<file path="src/rtl/tgc_pkg.sv">
`default_nettype none

package tgc_pkg;

  localparam int unsigned DimW   = 16;
  localparam int unsigned TileW  = 13;
  localparam int unsigned ProdW  = DimW + TileW;
  localparam int unsigned RootW  = 15;
  localparam int unsigned AreaW  = 2 * TileW;
  localparam int unsigned CrossW = AreaW + DimW;
  localparam int unsigned CntW   = 5;

  typedef struct packed {
    logic [DimW-1:0]  image_height;
    logic [DimW-1:0]  image_width;
    logic [TileW-1:0] tile_count;
  } tgc_in_t;

  typedef struct packed {
    logic [TileW-1:0] grid_rows;
    logic [TileW-1:0] grid_columns;
  } tgc_out_t;

  // A narrow request divides a tile-sized value and runs only TileW steps.
  typedef struct packed {
    logic             start;
    logic             narrow;
    logic [ProdW-1:0] dividend;
    logic [DimW-1:0]  divisor;
  } div_req_t;

  typedef struct packed {
    logic             done;
    logic [ProdW-1:0] quotient;
    logic [DimW-1:0]  remainder;
  } div_rsp_t;

  typedef struct packed {
    logic             start;
    logic [ProdW-1:0] value;
  } sqrt_req_t;

  typedef struct packed {
    logic             done;
    logic [RootW-1:0] root;
  } sqrt_rsp_t;

endpackage

`default_nettype wire

</file>
<file path="src/rtl/tile_grid_chooser_top.sv">
// The sequencer takes its shortest path when lo is zero or hi exceeds the tile count; otherwise
// each divisor tried while lo steps down and hi steps up adds a divide; the bit-serial
// divider, one quotient bit a cycle, sets the pace.
// Busy stays high from acceptance until the result strobe, and the next item is taken
// in the cycle after the strobe.
// The result stands for exactly one cycle and the receiver cannot stall it.
// Reset (rst_ni low, asynchronous) returns the sequencer to idle with no result.
`default_nettype none

module tile_grid_chooser_top
  import tgc_pkg::*;
(
  input  wire logic    clk_i,
  input  wire logic    rst_ni,
  input  wire logic    start,
  output logic         busy,
  input  wire tgc_in_t item_i,
  output logic         result_valid_o,
  output tgc_out_t     result_o
);

  localparam logic [4:0] StIdle    = 5'd0;
  localparam logic [4:0] StMul     = 5'd1;
  localparam logic [4:0] StDqGo    = 5'd2;
  localparam logic [4:0] StDqWait  = 5'd3;
  localparam logic [4:0] StSqGo    = 5'd4;
  localparam logic [4:0] StSqWait  = 5'd5;
  localparam logic [4:0] StCheck   = 5'd6;
  localparam logic [4:0] StLoGo    = 5'd7;
  localparam logic [4:0] StLoWait  = 5'd8;
  localparam logic [4:0] StHiGo    = 5'd9;
  localparam logic [4:0] StHiWait  = 5'd10;
  localparam logic [4:0] StAreaMul = 5'd11;
  localparam logic [4:0] StCrossMul = 5'd12;
  localparam logic [4:0] StCmp     = 5'd13;
  localparam logic [4:0] StColGo   = 5'd14;
  localparam logic [4:0] StColWait = 5'd15;
  localparam logic [4:0] StDone    = 5'd16;

  logic [4:0]        state_q, state_d;
  logic [DimW-1:0]   h_q, h_d;
  logic [DimW-1:0]   w_q, w_d;
  logic [TileW-1:0]  t_q, t_d;
  logic [ProdW-1:0]  prod_q, prod_d;
  logic [RootW-1:0]  lo_q, lo_d;
  logic [RootW-1:0]  hi_q, hi_d;
  logic [AreaW-1:0]  area_q, area_d;
  logic [CrossW-1:0] cross_q, cross_d;
  logic [TileW-1:0]  rows_q, rows_d;
  logic [TileW-1:0]  cols_q, cols_d;

  div_req_t  div_req;
  div_rsp_t  div_rsp;
  sqrt_req_t sqrt_req;
  sqrt_rsp_t sqrt_rsp;

  tgc_divider u_div (
    .clk_i  (clk_i),
    .rst_ni (rst_ni),
    .req_i  (div_req),
    .rsp_o  (div_rsp)
  );

  tgc_isqrt u_sqrt (
    .clk_i  (clk_i),
    .rst_ni (rst_ni),
    .req_i  (sqrt_req),
    .rsp_o  (sqrt_rsp)
  );

  // The one divider serves the scaled area, both divisor searches and the column count.
  always_comb begin
    div_req.start    = (state_q == StDqGo) || (state_q == StLoGo) ||
                       (state_q == StHiGo) || (state_q == StColGo);
    div_req.narrow   = (state_q != StDqGo);
    div_req.dividend = prod_q;
    div_req.divisor  = w_q;
    unique case (state_q)
      StDqGo: begin
        div_req.dividend = prod_q;
        div_req.divisor  = w_q;
      end
      StLoGo: begin
        div_req.dividend = ProdW'(t_q);
        div_req.divisor  = DimW'(lo_q);
      end
      StHiGo: begin
        div_req.dividend = ProdW'(t_q);
        div_req.divisor  = DimW'(hi_q);
      end
      StColGo: begin
        div_req.dividend = ProdW'(t_q);
        div_req.divisor  = DimW'(rows_q);
      end
      default: begin
        div_req.dividend = prod_q;
        div_req.divisor  = w_q;
      end
    endcase
    sqrt_req.start = (state_q == StSqGo);
    sqrt_req.value = div_rsp.quotient;
  end

  always_comb begin
    state_d = state_q;
    h_d     = h_q;
    w_d     = w_q;
    t_d     = t_q;
    prod_d  = prod_q;
    lo_d    = lo_q;
    hi_d    = hi_q;
    area_d  = area_q;
    cross_d = cross_q;
    rows_d  = rows_q;
    cols_d  = cols_q;
    unique case (state_q)
      StIdle: begin
        if (start) begin
          h_d     = item_i.image_height;
          w_d     = (item_i.image_width == '0) ? DimW'(1) : item_i.image_width;
          t_d     = item_i.tile_count;
          state_d = StMul;
        end
      end
      StMul: begin
        prod_d  = ProdW'(t_q) * ProdW'(h_q);
        state_d = StDqGo;
      end
      StDqGo:   state_d = StDqWait;
      StDqWait: begin
        if (div_rsp.done) begin
          state_d = StSqGo;
        end
      end
      StSqGo:   state_d = StSqWait;
      StSqWait: begin
        if (sqrt_rsp.done) begin
          lo_d    = sqrt_rsp.root;
          state_d = StCheck;
        end
      end
      StCheck: begin
        if (lo_q == '0) begin
          rows_d  = TileW'(1);
          cols_d  = t_q;
          state_d = StDone;
        end else if (({1'b0, lo_q} + 16'd1) > 16'(t_q)) begin
          rows_d  = t_q;
          cols_d  = TileW'(1);
          state_d = StDone;
        end else begin
          hi_d    = lo_q + RootW'(1);
          state_d = StLoGo;
        end
      end
      StLoGo:   state_d = StLoWait;
      StLoWait: begin
        if (div_rsp.done) begin
          if (div_rsp.remainder == '0) begin
            state_d = StHiGo;
          end else begin
            lo_d    = lo_q - RootW'(1);
            state_d = StLoGo;
          end
        end
      end
      StHiGo:   state_d = StHiWait;
      StHiWait: begin
        if (div_rsp.done) begin
          if (div_rsp.remainder == '0) begin
            state_d = StAreaMul;
          end else begin
            hi_d    = hi_q + RootW'(1);
            state_d = StHiGo;
          end
        end
      end
      StAreaMul: begin
        area_d  = AreaW'(hi_q[TileW-1:0]) * AreaW'(lo_q[TileW-1:0]);
        state_d = StCrossMul;
      end
      StCrossMul: begin
        cross_d = CrossW'(area_q) * CrossW'(w_q);
        state_d = StCmp;
      end
      StCmp: begin
        rows_d  = (cross_q > CrossW'(prod_q)) ? lo_q[TileW-1:0] : hi_q[TileW-1:0];
        state_d = StColGo;
      end
      StColGo:   state_d = StColWait;
      StColWait: begin
        if (div_rsp.done) begin
          cols_d  = div_rsp.quotient[TileW-1:0];
          state_d = StDone;
        end
      end
      StDone:  state_d = StIdle;
      default: state_d = StIdle;
    endcase
  end

  always_ff @(posedge clk_i or negedge rst_ni) begin
    if (!rst_ni) begin
      state_q <= StIdle;
    end else begin
      state_q <= state_d;
    end
  end

  always_ff @(posedge clk_i) begin
    h_q     <= h_d;
    w_q     <= w_d;
    t_q     <= t_d;
    prod_q  <= prod_d;
    lo_q    <= lo_d;
    hi_q    <= hi_d;
    area_q  <= area_d;
    cross_q <= cross_d;
    rows_q  <= rows_d;
    cols_q  <= cols_d;
  end

  assign busy                  = (state_q != StIdle);
  assign result_valid_o        = (state_q == StDone);
  assign result_o.grid_rows    = rows_q;
  assign result_o.grid_columns = cols_q;

endmodule

`default_nettype wire

</file>
<file path="src/rtl/tgc_divider.sv">
`default_nettype none

module tgc_divider
  import tgc_pkg::*;
(
  input  wire logic     clk_i,
  input  wire logic     rst_ni,
  input  wire div_req_t req_i,
  output div_rsp_t      rsp_o
);

  logic             busy_q, busy_d;
  logic             done_q, done_d;
  logic [CntW-1:0]  cnt_q, cnt_d;
  logic [ProdW-1:0] quo_q, quo_d;
  logic [DimW-1:0]  rem_q, rem_d;
  logic [DimW-1:0]  dvs_q, dvs_d;
  logic [DimW:0]    trial;
  logic             fits;

  // One restoring step per cycle: shift in the next dividend bit and try the subtract.
  // The divisor is held from the start cycle, so the requester may move on.
  always_comb begin
    trial  = {rem_q, quo_q[ProdW-1]} - {1'b0, dvs_q};
    fits   = ({rem_q, quo_q[ProdW-1]} >= {1'b0, dvs_q});
    busy_d = busy_q;
    done_d = 1'b0;
    cnt_d  = cnt_q;
    quo_d  = quo_q;
    rem_d  = rem_q;
    dvs_d  = dvs_q;
    if (busy_q) begin
      rem_d = fits ? trial[DimW-1:0] : {rem_q[DimW-2:0], quo_q[ProdW-1]};
      quo_d = {quo_q[ProdW-2:0], fits};
      cnt_d = cnt_q - CntW'(1);
      if (cnt_q == CntW'(1)) begin
        busy_d = 1'b0;
        done_d = 1'b1;
      end
    end else if (req_i.start) begin
      busy_d = 1'b1;
      rem_d  = '0;
      dvs_d  = req_i.divisor;
      if (req_i.narrow) begin
        quo_d = {req_i.dividend[TileW-1:0], DimW'(0)};
        cnt_d = CntW'(TileW);
      end else begin
        quo_d = req_i.dividend;
        cnt_d = CntW'(ProdW);
      end
    end
  end

  always_ff @(posedge clk_i or negedge rst_ni) begin
    if (!rst_ni) begin
      busy_q <= 1'b0;
      done_q <= 1'b0;
      cnt_q  <= '0;
    end else begin
      busy_q <= busy_d;
      done_q <= done_d;
      cnt_q  <= cnt_d;
    end
  end

  always_ff @(posedge clk_i) begin
    quo_q <= quo_d;
    rem_q <= rem_d;
    dvs_q <= dvs_d;
  end

  assign rsp_o.done      = done_q;
  assign rsp_o.quotient  = quo_q;
  assign rsp_o.remainder = rem_q;

endmodule

`default_nettype wire

</file>
<file path="src/rtl/tgc_isqrt.sv">
`default_nettype none

module tgc_isqrt
  import tgc_pkg::*;
(
  input  wire logic      clk_i,
  input  wire logic      rst_ni,
  input  wire sqrt_req_t req_i,
  output sqrt_rsp_t      rsp_o
);

  localparam int unsigned ResW = ProdW + 1;

  logic             busy_q, busy_d;
  logic             done_q, done_d;
  logic [ProdW-1:0] v_q, v_d;
  logic [ResW-1:0]  res_q, res_d;
  logic [ProdW-1:0] bit_q, bit_d;
  logic [ResW-1:0]  sum;

  // Digit-by-digit root: one bit pair of the radicand is settled per cycle.
  always_comb begin
    sum    = res_q + {1'b0, bit_q};
    busy_d = busy_q;
    done_d = 1'b0;
    v_d    = v_q;
    res_d  = res_q;
    bit_d  = bit_q;
    if (busy_q) begin
      if ({1'b0, v_q} >= sum) begin
        v_d   = v_q - sum[ProdW-1:0];
        res_d = (res_q >> 1) + {1'b0, bit_q};
      end else begin
        res_d = res_q >> 1;
      end
      bit_d = bit_q >> 2;
      if (bit_q[0]) begin
        busy_d = 1'b0;
        done_d = 1'b1;
      end
    end else if (req_i.start) begin
      busy_d = 1'b1;
      v_d    = req_i.value;
      res_d  = '0;
      bit_d  = {1'b1, {(ProdW-1){1'b0}}};
    end
  end

  always_ff @(posedge clk_i or negedge rst_ni) begin
    if (!rst_ni) begin
      busy_q <= 1'b0;
      done_q <= 1'b0;
    end else begin
      busy_q <= busy_d;
      done_q <= done_d;
    end
  end

  always_ff @(posedge clk_i) begin
    v_q   <= v_d;
    res_q <= res_d;
    bit_q <= bit_d;
  end

  assign rsp_o.done = done_q;
  assign rsp_o.root = res_q[RootW-1:0];

endmodule

`default_nettype wire

</file>
<file path="config.mk">
export PLATFORM = sky130hd
export DESIGN_NAME = tile_grid_chooser_top
export DESIGN_NICKNAME = d
export VERILOG_FILES = /design/src/rtl/tgc_pkg.sv /design/src/rtl/tile_grid_chooser_top.sv /design/src/rtl/tgc_divider.sv /design/src/rtl/tgc_isqrt.sv
export SDC_FILE = /design/constraint.sdc
export NUM_CORES = 2
export LEC_CHECK = 0
export BUFFER_PORTS_ARGS = -buffer_cell sky130_fd_sc_hd__clkbuf_2
export CAP_MARGIN = 0
export CORE_MARGIN = 5
export CORE_UTILIZATION = 45
export CTS_BUF_LIST = sky130_fd_sc_hd__clkbuf_8
export DETAILED_ROUTE_END_ITERATION = 8
export PLACE_DENSITY = 0.6
export SYNTH_ARGS = -nofsm -noshare
export SYNTH_HDL_FRONTEND = slang
export SYNTH_SLANG_ARGS = --single-unit
</file>
<file path="constraint.sdc">
create_clock -name clk_i -period 7.45 [get_ports clk_i]
set_clock_uncertainty 0.1 [all_clocks]
set_input_delay 1.49 -clock clk_i [delete_from_list [all_inputs] [get_ports clk_i]]
set_output_delay 1.49 -clock clk_i [all_outputs]
set_load 0.01 [all_outputs]
</file>
[Word level (Yosys, flattened, before mapping)]
Cells that the tools add are included.
Storage, ports and cells
  bits in registers: 347
  latch bits: 0
  RAM bits: 0
  bits in read-only memories: 0
  input bits: 48
  output and inout bits: 28
  logic and storage cells: 148
  memories: 0
Operators by class
  add/sub/neg operators: 9
  multipliers: 3
  div/mod/pow operators: 0
  order comparisons: 4
  equal/unequal tests: 30
  shifts and indexed selects: 0
  mux-type cells: 56
  bitwise gates (word level): 1
  reductions and logical operators: 22
Operator list (number)
  two-way mux 29 bit: 6
  case mux 45 bit (3 select lines): 1
  two-way mux 15 bit: 7
  two-way mux 30 bit: 3
  case mux 5 bit (16 select lines): 1
  two-way mux 13 bit: 6
  case mux 15 bit (2 select lines): 2
  two-way mux 5 bit: 11
  two-way mux 27 bit: 2
  case mux 13 bit (2 select lines): 2
  two-way mux 16 bit: 3
  > comparator 42 x 29 -> 1 bit: 1
  multiplier 26 x 16 -> 42 bit: 1
  == test 5 x 4 -> 1 bit (second input constant): 8
  logical NOT 16 bit: 2
  adder 15 x 1 -> 15 bit (second input constant): 2
  adder 29 x 29 -> 30 bit: 1
  adder 30 x 29 -> 30 bit: 1
  greater-or-equal comparator 29 x 30 -> 1 bit: 1
  multiplier 13 x 16 -> 29 bit: 1
  subtractor 29 bit: 1
  multiplier 13 x 13 -> 26 bit: 1
  == test 5 x 3 -> 1 bit (second input constant): 4
  greater-or-equal comparator 17 x 16 -> 1 bit: 1
  26 further kinds: 56

[Depth between registers and ports, before layout]
  word-level depth: 6
  mapped depth: 25

[By module]
From an unflattened synthesis, not the netlist that was laid out.
Unflattened totals
  cell total of the unflattened synthesis: 4834
  area total of the unflattened synthesis: 45426.1 µm²
Modules (own cells, without submodules)
  tile_grid_chooser_top: instances 1, cells an instance 3773, area an instance 34981.0 µm², seq. area each 6070.8 µm²
  tgc_isqrt: instances 1, cells an instance 714, area an instance 6615.1 µm², seq. area each 2262.2 µm²
  tgc_divider: instances 1, cells an instance 347, area an instance 3829.9 µm², seq. area each 2006.9 µm²

[Worst setup path before layout]
OpenSTA, ideal clock, no wires.
  kind: reg-to-reg
  start point: register w_q[1]
  end point: register cross_q[41], data pin
  library setup time: 0.265 ns
  arrival time: 6.067 ns
  required time: 7.085 ns
  path slack: 1.018 ns
  stages on the path, launching flop included: 24
  path buffers: 3
  clock period less this slack: 6.432 ns
  cell sequence: edfxtp_1 clkbuf_1 clkbuf_1 and2_1 fa_1 inv_1 fa_1 inv_1 fa_1 fa_1 inv_1 fa_1 fa_1 inv_1 ha_1 clkbuf_1 and3_1 a31oi_1 nor3_1 nor2_1 o32ai_1 a21oi_1 a311oi_1 xnor2_1
On the way
  cells in the longest elaborated chain, start to end: 1
RTL lines
  from (decl): RTL line tile_grid_chooser_top.sv:42  | logic [DimW-1:0] w_q, w_d;
  from (signal assigned): RTL line tile_grid_chooser_top.sv:212  | w_q <= w_d;
  multiplier 26 x 16 -> 42 bit: RTL line tile_grid_chooser_top.sv:183  | cross_d = CrossW'(area_q) * CrossW'(w_q);
  to (signal assigned): RTL line tile_grid_chooser_top.sv:218  | cross_q <= cross_d;
  to (decl): RTL line tile_grid_chooser_top.sv:48  | logic [CrossW-1:0] cross_q, cross_d;
Every way passes these cells.
A chain may end at the register's enable or synchronous reset.

[Worst setup path after layout]
  start point: register w_q[7]
  end point: register cross_q[40], data pin
Same word-level chain as after synthesis.

==> flow_summary.ini <==
[outcome]
status = finished, final reports clean

[clock_network]
clkTransAtPathRegs_ps = 70
cts_root_buffer = clkbuf_8
insertion_delay_ps = 690
numCtsBuffers = 67
cts_tree = done
cts_hold_buf = 0
cts_buffer_depth = 3
clkSinkCount = 347
cts_max_level = 3

[critical_path]
end_kind = flop
cp.required_ps = 7750
crit_type = flop to flop
crit_arrival_ps = 7480
cp-start-kind = flop
critPathMaxFanout = 11

[yosys]
synthTopCellsByArea = fa_1 (27%), edfxtp_1 (22%), ha_1 (11%)
synth_top_area_share_pct = 27.5
synthCells = 4686
synth_compound_area_share_pct = 8.62
yosys.area_share.simple_pct = 15.6
ys_types = 79
synth_fa_ha_area_share_pct = 38.2
synth_top_family_by_area = adder cells
synth_xor_area_share_pct = 3.76
synth_edf_count = 332
synth_largest_area_cell = fa_1
ys.warnings.count = 0
syn_area_sq_um = 44500
synthArstFlopShare_pct = 4.03
yosysSeqAreaShare_pct = 23.2
muxShareOfSynthArea_pct = 2.02
ys_ff_latch = 347
synthesis.nets = 5728
syn_area_per_cell_sq_um = 9.50
ys_dominant_reg_cell = edfxtp_1

[sta]
period_share_pct = 96.4
grt_setup_unrepaired = false
tightest_slew_ps = 1180
fin_setup_tns_ps = 0
hold_ws_ps = 415
relSlewSlack_pct = 21.6
hold_violations = 0
max_freq_ghz = 0.139
slew_viol_final = 0
setup_viol = 0
fin_crit_ps = 7180

[cells_and_area]
final_util_pct = 48.6
finalNonFillerCells = 6035
layout-drive-gt1-share_pct = 6.89
n_fill_cell = 9276
finalNetCount = 5737
synthToLayoutAreaGrowth_pct = 7.18

[global_route]
grt_pass1_vias = 33768
grt_max_degree = 55
globalRouteOverflowTotal = 0
antenna_found_initial = 1
grt_pass1_wl_um = 187000
grt_use_total_pct = 22.3

[drt]
drt-vias-per-instance = 5.42
via_count = 32718
firstDrtPassIters = 7
wl_per_cell_um = 19.4
drt-total-wl_um = 117000
drc = 0
ant_nets = 0
drtIter0Drc = 2287

[place]
gp_congestion = 0.877
dp.cells = 5903
port_buffers = 75
dp_hpwl_um = 91700

[worst_hold_path]
hold_path_class = flop to flop

[floorplanning]
num_io_pins = 76
die_y_um = 325
initial_utilization_pct = 45.3
die_w_um = 325
std_cell_rows = 115
core_sq_um = 98300
die_area_sq_um = 105000

[power_and_ir_drop]
p_leak_nw = 22.0
power_density_nw_per_um2 = 85.5
vdd_ir_drop_max_mv = 0.105

[job]
maxCapViolCount = 0
==> layout make-up <==
class,count,area (sq um),area share [%]
Multi-Input combinational cell,3338,30500,63.8
Sequential cell,347,10300,21.7
Inverter,767,2880,6.03
Tap cell,1287,1610,3.37
Timing Repair Buffer,174,1130,2.37
Clock buffer,70,963,2.02
Clock inverter,50,344,0.721
Antenna cell,2,5.00,0.0105
==> registers in the layout, indices dropped and copies added (netlist names), 13 cells and up <==
signal / flops
area_q: 26
cols_q: 13
cross_q: 42
h_q: 16
hi_q: 15
lo_q: 15
prod_q: 29
rows_q: 13
t_q: 13
u_div.dvs_q: 16
u_div.quo_q: 29
u_div.rem_q: 16
u_sqrt.bit_q: 15
u_sqrt.res_q: 30
u_sqrt.v_q: 29
w_q: 16
==> per-layer routing <==
metal | vias up | routed length [um] | GRT usage, % | part of all wire [%]
li1 | 15169 | - | - | -
met1 | 16389 | 50000 | 29.6 | 43
met2 | 938 | 54700 | 36.7 | 47
met3 | 220 | 8110 | 4.97 | 6.9
met4 | 2 | 4250 | 7.40 | 3.6
met5 | - | 13 | 0 | 0.011
==> layout by cell type (no fill, tap or decap), types with 18 or more instances in the layout <==
cell,netlist,final
clkbuf_2,0,75
fa_1,611,611
xor2_1,61,61
mux2i_1,64,64
buf_4,0,98
nand2_1,686,686
clkbuf_8,0,70
o31ai_1,38,38
a21o_1,54,54
mux2_2,22,22
and2_1,336,336
o21a_1,27,27
nor2b_1,27,27
edfxtp_1,332,332
a21oi_1,163,161
a31oi_1,40,39
nand3_1,70,69
nor2_1,166,165
or3_1,25,25
inv_1,766,778
o21ai_0,144,141
ha_1,383,383
nor3_1,42,38
o21bai_1,20,20
clkinv_1,1,18
xnor2_1,130,130
nand4_1,28,28
==> synth_stat cells, types with 5 or more instances <==
cell type / n
a211oi_1: 16
a21boi_0: 5
a21o_1: 54
a21oi_1: 163
a222oi_1: 15
a31o_2: 8
a31oi_1: 40
and2_1: 336
and3_1: 15
and4_1: 7
buf_1: 15
buf_2: 5
clkbuf_1: 211
dfrtp_1: 14
edfxtp_1: 332
fa_1: 611
ha_1: 383
inv_1: 766
mux2_2: 22
mux2i_1: 64
nand2_1: 686
nand2b_1: 16
nand3_1: 70
nand4_1: 28
nor2_1: 166
nor2b_1: 27
nor3_1: 42
nor3b_1: 6
nor4_1: 16
o2111ai_1: 5
o211ai_1: 8
o21a_1: 27
o21ai_0: 144
o21bai_1: 20
o22ai_1: 8
o31ai_1: 38
or2_2: 7
or3_1: 25
or4_1: 7
xnor2_1: 130
xor2_1: 61
==> report_power, final <==
group	internal (mW)	leakage [nW]	switching (mW)	total, mW
logic	0.00911	18.5	0.00868	0.0178
registers	2.11	2.85	0	2.11
clock network	1.02	0.698	0.935	1.95
total	3.14	22.0	0.944	4.08
==> worst max-delay path, stage by stage (launching register included) <==
cell and delay, ps:
edfxtp_1 660, buf_4 290, nand2_1 110, fa_1 560, inv_1 60, fa_1 500, inv_1 50, fa_1 550
inv_1 60, fa_1 530, fa_1 520, inv_1 50, fa_1 470, inv_1 50, ha_1 330, nand2_1 90
nor2_1 160, o2111ai_1 200, a31oi_1 360, a21o_1 210, a31oi_1 150, o31ai_1 480, o21ai_0 200, xnor2_1 160
==> metrics by stage <==
step	power (mW)	setup WS [ps]	instance area (sq um)
floorplan	2.15	1020	44500
global placement	2.17	424	46300
detailed placement	2.17	340	46300
CTS	4.14	288	47600
global route	4.22	18.9	47700
finish	4.08	268	47700
==> cell families after synthesis <==
logic type,count (synthesis)
compound gates,601
xor+xnor,191
fa+ha+maj,994
buf+inv,1001
flops,347
mux,87
simple gates,1465
==> what timing repair did <==
item / CTS / global route
setup endpoints to repair: 0 / 2
setup buffers: 0 / 10
gates resized for setup: 0 / 1
==> worst paths after layout <==
kind	from	endpoint	slack, ps	cells after the start
max	w_q[7]	cross_q[40]	270	23
min	u_div.cnt_q[3]	u_div.cnt_q[3]	420	1
max reg2reg	w_q[7]	cross_q[40]	270	23
min reg2reg	u_div.cnt_q[3]	u_div.cnt_q[3]	420	1
max in group asynchronous	rst_ni	u_sqrt.busy_q	6320	1
min in group asynchronous	rst_ni	u_div.cnt_q[1]	630	1
Note: power is estimated with default switching activity, not from simulation.
